$ cat src/sv/rsbk_pkg.sv
// ============================================================================
// rsbk_pkg - shared types and constants of the record sorter
// Record layout, beat widths, controller states and the control/status
// bundles exchanged between the controller and the cell chain.
// ============================================================================
package rsbk_pkg;

    localparam int KEY_W    = 20;
    localparam int TAG_W    = 8;
    localparam int RANK_W   = 5;
    localparam int S_DATA_W = 32;
    localparam int M_DATA_W = 40;
    localparam int S_PAD_W  = S_DATA_W - KEY_W - TAG_W;
    localparam int M_PAD_W  = M_DATA_W - RANK_W - KEY_W - TAG_W;

    typedef struct packed {
        logic [KEY_W-1:0] key;
        logic [TAG_W-1:0] tag;
    } t_rec;

    typedef enum logic {
        ST_LOAD  = 1'b0,
        ST_DRAIN = 1'b1
    } t_state;

    // controller to every cell
    typedef struct packed {
        logic load;   // insert the broadcast record
        logic pop;    // shift the chain one place toward cell 0
    } t_cell_ctrl;

    // chain to controller
    typedef struct packed {
        logic full;   // last cell holds a record
        logic more;   // cell 1 holds a record: head is not the final one
    } t_chain_stat;

endpackage

$ cat src/sv/rsbk_cell.sv
// ============================================================================
// rsbk_cell - one slot of the insertion chain
// Holds one record and a valid bit. On load it keeps, takes the new record
// or takes its left neighbor's record; on pop it takes its right neighbor's.
// ============================================================================
module rsbk_cell (
    input  logic                 i_clk,
    input  logic                 i_rst_n,
    input  rsbk_pkg::t_cell_ctrl i_ctrl,
    input  rsbk_pkg::t_rec       i_new,
    input  logic                 i_prev_ins,
    input  logic                 i_prev_valid,
    input  rsbk_pkg::t_rec       i_prev_rec,
    input  logic                 i_next_valid,
    input  rsbk_pkg::t_rec       i_next_rec,
    output logic                 o_ins,
    output logic                 o_valid,
    output rsbk_pkg::t_rec       o_rec
);

    logic           r_valid;
    logic           n_valid;
    rsbk_pkg::t_rec r_rec;
    rsbk_pkg::t_rec n_rec;

    // new record belongs at or before this slot; strict compare keeps ties stable
    assign o_ins   = !r_valid || (r_rec.key > i_new.key);
    assign o_valid = r_valid;
    assign o_rec   = r_rec;

    // select next slot content
    always_comb begin
        n_valid = r_valid;
        n_rec   = r_rec;
        if (i_ctrl.pop) begin
            n_valid = i_next_valid;
            n_rec   = i_next_rec;
        end else if (i_ctrl.load && o_ins) begin
            if (i_prev_ins) begin
                n_valid = i_prev_valid;
                n_rec   = i_prev_rec;
            end else begin
                n_valid = 1'b1;
                n_rec   = i_new;
            end
        end
    end

    // valid bit under reset
    always_ff @(posedge i_clk) begin
        if (!i_rst_n) begin
            r_valid <= 1'b0;
        end else begin
            r_valid <= n_valid;
        end
    end

    // payload holds no reset
    always_ff @(posedge i_clk) begin
        r_rec <= n_rec;
    end

endmodule

$ cat src/sv/rsbk_ctrl.sv
// ============================================================================
// rsbk_ctrl - load/drain sequencer of the record sorter
// Loads records until the marked one, then drains the chain head by head,
// keeping the rank counter and the dropped flag of the current set.
// ============================================================================
module rsbk_ctrl (
    input  logic                             i_clk,
    input  logic                             i_rst_n,
    input  logic                             i_in_valid,
    input  logic                             i_in_last,
    input  logic                             i_out_ready,
    input  rsbk_pkg::t_chain_stat            i_stat,
    output logic                             o_in_ready,
    output logic                             o_out_valid,
    output logic                             o_out_last,
    output logic [rsbk_pkg::RANK_W-1:0]      o_rank,
    output logic                             o_overflow,
    output rsbk_pkg::t_cell_ctrl             o_ctrl
);

    rsbk_pkg::t_state            r_state;
    rsbk_pkg::t_state            n_state;
    logic [rsbk_pkg::RANK_W-1:0] r_rank;
    logic                        r_dropped;
    logic                        in_fire;
    logic                        out_fire;

    assign in_fire  = i_in_valid && o_in_ready;
    assign out_fire = o_out_valid && i_out_ready;

    // next state
    always_comb begin
        n_state = r_state;
        case (r_state)
            rsbk_pkg::ST_LOAD: begin
                if (in_fire && i_in_last) begin
                    n_state = rsbk_pkg::ST_DRAIN;
                end
            end
            rsbk_pkg::ST_DRAIN: begin
                if (out_fire && !i_stat.more) begin
                    n_state = rsbk_pkg::ST_LOAD;
                end
            end
            default: n_state = rsbk_pkg::ST_LOAD;
        endcase
    end

    // outputs from state
    always_comb begin
        o_in_ready  = 1'b0;
        o_out_valid = 1'b0;
        case (r_state)
            rsbk_pkg::ST_LOAD:  o_in_ready  = 1'b1;
            rsbk_pkg::ST_DRAIN: o_out_valid = 1'b1;
            default: begin
                o_in_ready  = 1'b0;
                o_out_valid = 1'b0;
            end
        endcase
    end

    assign o_out_last = !i_stat.more;
    assign o_rank     = r_rank;
    assign o_overflow = r_dropped;
    assign o_ctrl     = '{load: in_fire && !i_stat.full, pop: out_fire};

    // state, rank and dropped flag
    always_ff @(posedge i_clk) begin
        if (!i_rst_n) begin
            r_state   <= rsbk_pkg::ST_LOAD;
            r_rank    <= '0;
            r_dropped <= 1'b0;
        end else begin
            r_state <= n_state;
            if (in_fire && i_stat.full) begin
                r_dropped <= 1'b1;
            end
            if (out_fire) begin
                if (!i_stat.more) begin
                    r_rank    <= '0;
                    r_dropped <= 1'b0;
                end else begin
                    r_rank <= r_rank + 1'b1;
                end
            end
        end
    end

endmodule

$ cat src/sv/record_sort_by_key.sv
// ============================================================================
// record_sort_by_key - stable insertion sorter for sets of keyed records
// Top level: a chain of CAPACITY cells kept in ascending key order plus a
// load/drain controller.
// ============================================================================
// Usage
//   Slave side carries one record per beat: key and tag in tdata, tlast marks
//   the final record of a set. Each accepted record is placed in the chain
//   in the same cycle, so a set loads at one record per cycle.
//   In the cycle after the tlast beat the master side starts to present the
//   held records in ascending key order, one per cycle while tready is high;
//   equal keys come out in arrival order. The slave side is held off
//   (tready low) for the whole drain, set by the single shared cell chain.
//   Records arriving while all CAPACITY cells are full are dropped and the
//   set's results carry tuser (overflow) high. Rank wraps modulo 32.
//   A master-side stall freezes the chain and holds the presented beat.
//   Reset clears every cell's valid bit and returns to loading; no sweep.
// ============================================================================
module record_sort_by_key #(
    parameter int CAPACITY = 32
) (
    input  logic        i_clk,
    input  logic        i_rst_n,
    input  logic        s_axis_tvalid,
    output logic        s_axis_tready,
    input  logic [31:0] s_axis_tdata,   // lap_key[19:0], car_tag[27:20], zero pad
    input  logic        s_axis_tlast,   // is_last
    output logic        m_axis_tvalid,
    input  logic        m_axis_tready,
    output logic [39:0] m_axis_tdata,   // rank[4:0], key_out[24:5], tag_out[32:25], pad
    output logic        m_axis_tuser,   // overflow
    output logic        m_axis_tlast    // last_out
);

    rsbk_pkg::t_rec              w_new;
    rsbk_pkg::t_rec              w_rec   [CAPACITY];
    logic                        w_valid [CAPACITY];
    logic                        w_ins   [CAPACITY];
    rsbk_pkg::t_cell_ctrl        w_ctrl;
    rsbk_pkg::t_chain_stat       w_stat;
    logic [rsbk_pkg::RANK_W-1:0] w_rank;

    // unpack the incoming beat
    assign w_new.key = s_axis_tdata[rsbk_pkg::KEY_W-1:0];
    assign w_new.tag = s_axis_tdata[rsbk_pkg::KEY_W +: rsbk_pkg::TAG_W];

    assign w_stat.full = w_valid[CAPACITY-1];
    assign w_stat.more = w_valid[1];

    rsbk_ctrl u_ctrl (
        .i_clk       (i_clk),
        .i_rst_n     (i_rst_n),
        .i_in_valid  (s_axis_tvalid),
        .i_in_last   (s_axis_tlast),
        .i_out_ready (m_axis_tready),
        .i_stat      (w_stat),
        .o_in_ready  (s_axis_tready),
        .o_out_valid (m_axis_tvalid),
        .o_out_last  (m_axis_tlast),
        .o_rank      (w_rank),
        .o_overflow  (m_axis_tuser),
        .o_ctrl      (w_ctrl)
    );

    // build the cell chain
    for (genvar g = 0; g < CAPACITY; g++) begin : g_cell
        logic           prev_ins;
        logic           prev_valid;
        rsbk_pkg::t_rec prev_rec;
        logic           next_valid;
        rsbk_pkg::t_rec next_rec;

        if (g == 0) begin : g_head
            assign prev_ins   = 1'b0;
            assign prev_valid = 1'b1;
            assign prev_rec   = w_new;
        end else begin : g_body
            assign prev_ins   = w_ins[g-1];
            assign prev_valid = w_valid[g-1];
            assign prev_rec   = w_rec[g-1];
        end

        if (g == CAPACITY - 1) begin : g_tail
            assign next_valid = 1'b0;
            assign next_rec   = w_new;
        end else begin : g_inner
            assign next_valid = w_valid[g+1];
            assign next_rec   = w_rec[g+1];
        end

        rsbk_cell u_cell (
            .i_clk        (i_clk),
            .i_rst_n      (i_rst_n),
            .i_ctrl       (w_ctrl),
            .i_new        (w_new),
            .i_prev_ins   (prev_ins),
            .i_prev_valid (prev_valid),
            .i_prev_rec   (prev_rec),
            .i_next_valid (next_valid),
            .i_next_rec   (next_rec),
            .o_ins        (w_ins[g]),
            .o_valid      (w_valid[g]),
            .o_rec        (w_rec[g])
        );
    end

    // pack the head of the chain
    assign m_axis_tdata = {{rsbk_pkg::M_PAD_W{1'b0}}, w_rec[0].tag, w_rec[0].key, w_rank};

endmodule

$ cat config.mk
export PLATFORM = sky130hd
export DESIGN_NAME = record_sort_by_key
export DESIGN_NICKNAME = d
export VERILOG_FILES = /design/src/sv/rsbk_pkg.sv /design/src/sv/rsbk_cell.sv /design/src/sv/rsbk_ctrl.sv /design/src/sv/record_sort_by_key.sv
export SDC_FILE = /design/constraint.sdc
export NUM_CORES = 2
export LEC_CHECK = 0
export BUFFER_PORTS_ARGS = -buffer_cell sky130_fd_sc_hd__buf_2
export CORE_MARGIN = 5
export CORE_UTILIZATION = 65
export DETAILED_ROUTE_END_ITERATION = 8
export GPL_TIMING_DRIVEN = 0
export PLACE_DENSITY = 0.82
export REMOVE_ABC_BUFFERS = 1
export SLEW_MARGIN = 20
export SYNTH_ARGS = -nofsm -noshare
export SYNTH_HDL_FRONTEND = slang
export SYNTH_HIERARCHICAL = 1
export SYNTH_SLANG_ARGS = --single-unit
$ cat constraint.sdc
create_clock -name i_clk -period 12.4 [get_ports i_clk]
set_input_delay 3.72 -clock i_clk [delete_from_list [all_inputs] [get_ports i_clk]]
set_output_delay 3.72 -clock i_clk [all_outputs]
set_load 0.03 [all_outputs]
**Yosys cells after proc, flatten, opt, wreduce, memory -nomap -nowiden**

Cells that the tools add are included.

- Flip-flop bits (word level): 935
- Output and inout port bits: 44

- Add/sub/neg operators: 1
- $lt $le $gt $ge: 32
- Muxes and demuxes: 197
- Bitwise logic cells: 2
- Reduce and logical (&&, ||, !) cells: 135

Operator list:

| kind | count |
|---|---|
| $mux W28 | 95 |
| $gt A20 B20 Y1 | 32 |
| $mux W1 | 100 |
| $reduce_bool A2 Y1 | 32 |
| $logic_and A1 B1 Y1 | 38 |
| $logic_not A1 Y1 | 32 |
| $logic_or A1 B1 Y1 | 32 |
| $add A5 B1 Y5 const B | 1 |
| $mux W5 | 1 |
| $not A1 Y1 | 2 |
| $pmux W1 S2 | 1 |
| $reduce_or A2 Y1 | 1 |

**Logic depth before layout (Yosys ltp)**

- Depth in word-level cells: 6
- Depth in mapped cells: 12

**Modules after synthesis**

Netlist, hierarchy kept.

By module, submodules not included:

| module | times used | cells each | area an instance (µm²) |
|---|---|---|---|
| rsbk_cell (g_cell[0].u_cell ...) | 28 | 202 | 1989.4 |
| rsbk_cell (g_cell[7].u_cell ...) | 3 | 212 | 2048.2 |
| rsbk_cell (g_cell[1].u_cell) | 1 | 206 | 2044.5 |
| rsbk_ctrl | 1 | 35 | 301.5 |
| record_sort_by_key | 1 | 9 | 60.1 |

**Least setup slack after synthesis**

OpenSTA, ideal clock, no wires.

- Path type: input to register
- From: in s_axis_tvalid
- To: reg g_cell[1].u_cell.r_rec (netlist bit g_cell[1].u_cell/o_rec[0]), enable pin
- Library setup time: 0.422 ns
- Arrival time: 10.997 ns
- Required time: 11.978 ns
- Setup slack: 0.981 ns
- Cell stages on the path: 3
- Buffers on the path: 0
- Cell sequence: nor3b_1 > o32ai_1 > a21oi_1

- Cells in the longest elaborated chain, start to end: 4

RTL lines:

| what | RTL line | text |
|---|---|---|
| start, declared | record_sort_by_key.sv:24 | `input logic s_axis_tvalid,` |
| $logic_and A1 B1 Y1 | rsbk_ctrl.sv:28 | `assign in_fire = i_in_valid && o_in_ready;` |
| $logic_and A1 B1 Y1 | rsbk_ctrl.sv:66 | `assign o_ctrl = '{load: in_fire && !i_stat.full, pop: out_fire};` |
| $logic_and A1 B1 Y1 | rsbk_cell.sv:38 | `end else if (i_ctrl.load && o_ins) begin` |
| $reduce_bool A2 Y1 (no line) | n/a |  |
| end signal, assigned | rsbk_cell.sv:60 | `r_rec <= n_rec;` |
| end, declared | rsbk_cell.sv:23 | `rsbk_pkg::t_rec r_rec;` |

Every way passes these cells.
A chain may end at the register's enable or synchronous reset.

==> results.sh <==
export IMPL_outcome="completed"
export IMPL_drtAntennaViolNets=0
export IMPL_p_per_area_nw_per_um2=170
export IMPL_post_cts_resized=0
export IMPL_gp_congestion=0.877
export IMPL_drt_iter0_drc=6261
export IMPL_avgSynthCellArea_sq_um=9.82
export IMPL_coreArea_sq_um=98300
export IMPL_synth_warnings=6
export IMPL_intPower_mw=7.71
export IMPL_cts_buffers=102
export IMPL_crit_buf_inv=3
export IMPL_startpoint_type="input port"
export IMPL_path_depth=10
export IMPL_areaGrowthSynthToFinish_pct=7.49
export IMPL_vdd_ir_drop_worst_uv=138
export IMPL_cts_root_buf="clkbuf_16"
export IMPL_die_height_um=324
export IMPL_holdCritPathClass="register to register"
export IMPL_die_w_um=324
export IMPL_cp_end_kind="register"
export IMPL_met1_usage_pct=42.3
export IMPL_post_place_cells=7645
export IMPL_grt_pass1_vias=49000
export IMPL_drv_slew=0
export IMPL_ff2ff_path_depth=6
export IMPL_initial_core_util_pct=65.4
export IMPL_nNetsFinal=7140
export IMPL_required_ns=12.81
export IMPL_reg2reg_slack_ns=8.66
export IMPL_drive_gt1_share_pct=5.71
export IMPL_numClockSinks=935
export IMPL_setup_viol=0
export IMPL_totalWireLength_um=164000
export IMPL_syn_area_sq_um=64200
export IMPL_worstMarginPinSlew_ns=1.14
export IMPL_swShare_pct=34.5
export IMPL_track_usage_pct=30.0
export IMPL_crit_family="compound AO/OA/AOI/OAI gates"
export IMPL_timing_fmax_mhz=143
export IMPL_finalHoldViolCount=0
export IMPL_grt_met2_usage_pct=47.8
export IMPL_crit_fanout=66
export IMPL_timing_rr_end="g_cell[19].u_cell/o_rec[16]"
export IMPL_holdBufCountCts=0
export IMPL_rsz0062_at_grt="no"
export IMPL_reg2reg_from="u_ctrl/r_state"
export IMPL_period_share_pct=56.6
export IMPL_whs_path_depth=2
export IMPL_fin_worst_skew_ns=0.0315
export IMPL_slowest_delay_ns=0.96
export IMPL_relSlewSlack_pct=23.7
export IMPL_use_met3_pct=4.09
export IMPL_post_cts_setup_buffers=0
export IMPL_clock_path_buffers=3
export IMPL_clkPwrFrac_pct=25.2
export IMPL_routedWlPerCell_um=20.9
export IMPL_tns_ns=0
export IMPL_synth_cells=6541
export IMPL_via_count=50100
export IMPL_cts_htree_levels=3
export IMPL_antenna_found_initial=1
export IMPL_clk_pin_slew_ns=0.06
export IMPL_first_pass_iters=9
export IMPL_crit_arrival_ns=7.42
export IMPL_finalCriticalPeriod_ns=7.01
export IMPL_grt_remaining_overflow=0
export IMPL_grt_pass1_wl_um=262000
export IMPL_final_cells=7834
export IMPL_row_count=115
export IMPL_total_power_mw=11.8
export IMPL_seq_power_share_pct=45.0
export IMPL_hold_end="u_ctrl/o_rank[4]"
export IMPL_cts_tree="yes"
export IMPL_hpwlAfterDp_um=114000
export IMPL_comb_power_share_pct=29.8
export IMPL_io_buffers=69
export IMPL_dieArea_sq_um=105000
export IMPL_path_cells="buf_4, inv_1, ha_1, nand4_2, a2111oi_0, nor3_1, a21oi_4, buf_16, mux2i_1, o21ai_0"
export IMPL_pin_count=81
export IMPL_p_sw_mw=4.06
export IMPL_clock_latency_ns=0.70
export IMPL_min_from="u_ctrl/o_rank[4]"
export IMPL_grt_max_degree=175
export IMPL_drt_drc_violations_left=0
export IMPL_cp_slowest_cell="a2111oi_0"
export IMPL_p_leak_nw=31.9
export IMPL_avgViaCountPerCell=6.40
export IMPL_path_class="input port to register"
export IMPL_top_usage_layer="met2"
export IMPL_drv_cap=0
## cells in the final DEF, fill, tap and decap left out, types with 4 or more instances in the layout
cell,instances
nand2_1,1063
o21ai_0,983
mux2i_1,896
edfxtp_1,896
inv_1,712
ha_1,641
a21oi_1,287
nand4_1,126
clkbuf_16,105
buf_2,49
o21ai_1,46
nor2_1,44
dfxtp_1,39
nand3_1,35
nand2b_1,35
nor3_1,34
o22ai_1,31
clkinv_1,30
nor2b_1,29
o211ai_1,29
nand4_2,29
nor4_2,28
a21boi_1,28
a222oi_1,28
nand3b_1,28
and3_1,28
a31o_2,28
a41oi_1,28
and2_2,27
buf_4,27
clkbuf_1,26
buf_16,20
conb_1,11
clkinv_2,11
clkbuf_8,7
a21o_1,7
buf_12,7
bufinv_16,5
a211oi_1,4
nand2_2,4
## stage by stage
| stage | cell area (sq um) | hold WS (ns) | util (%) | setup WS [ns] |
|---|---|---|---|---|
| after floorplan | 62900 | 0.500 | - | -17.93 |
| after global placement | 64900 | 0.448 | 66.0 | -28.26 |
| after detailed placement | 65800 | 0.475 | 67.0 | 4.86 |
| after CTS | 69100 | 0.488 | 70.3 | 5.57 |
| after global routing | 69100 | 0.523 | 70.3 | 5.26 |
| final | 69100 | 0.488 | 70.3 | 5.39 |
## worst max-delay path by stage
stage	startpoint	slack, ns	to
after global routing	s_axis_tdata[5]	5.26	g_cell[2].u_cell/o_rec[25]
after floorplan	m_axis_tready	-17.93	g_cell[1].u_cell/o_rec[0]
after global placement	m_axis_tready	-28.26	g_cell[9].u_cell/o_rec[0]
after detailed placement	s_axis_tdata[19]	4.86	g_cell[1].u_cell/o_valid
after CTS	s_axis_tdata[19]	5.57	g_cell[1].u_cell/o_valid
final	s_axis_tdata[17]	5.39	g_cell[2].u_cell/o_rec[6]
## final cells by class
type / instances / area, sq um
fill: 7068 / 29200
inverter: 713 / 2680
multi-input combinational: 4606 / 32700
tap: 1287 / 1610
sequential: 935 / 27700
clock inverter: 50 / 404
timing repair buffer: 104 / 1150
clock buffer: 138 / 2820
antenna: 1 / 2.50
## power by group through the flow
| stage | sequential, mW | clock, mW | combinational [mW] |
|---|---|---|---|
| floorplan | 5.12 | 0 | 2.76 |
| global route | 5.37 | 3.14 | 3.89 |
| global placement | 5.42 | 0 | 3.49 |
| CTS | 5.27 | 3.01 | 3.45 |
| detailed placement | 5.33 | 0 | 3.40 |
| finish | 5.29 | 2.97 | 3.51 |
## routing by layer
metal  vias to the layer above  share of wire [%]
met1                     23800                 43
met5                         -             0.0079
met3                       398                8.5
li1                      23400                  -
met4                         2                3.6
met2                      2505                 45
## worst register-to-register path: stages, from the launching register on
cell and delay (ns):
dfxtp_1 0.46, nand2_2 0.20, inv_8 0.32, buf_16 0.43
buf_16 0.43, buf_16 0.62, a31o_2 0.89
## flip-flops by register name, indices dropped and copies added, names as in the netlist
signal                 cells
u_ctrl/r_state             1
g_cell.u_cell/o_valid     32
u_ctrl/o_overflow          1
g_cell.u_cell/o_rec      896
u_ctrl/o_rank              5
Note: power is estimated with default switching activity, not from simulation.
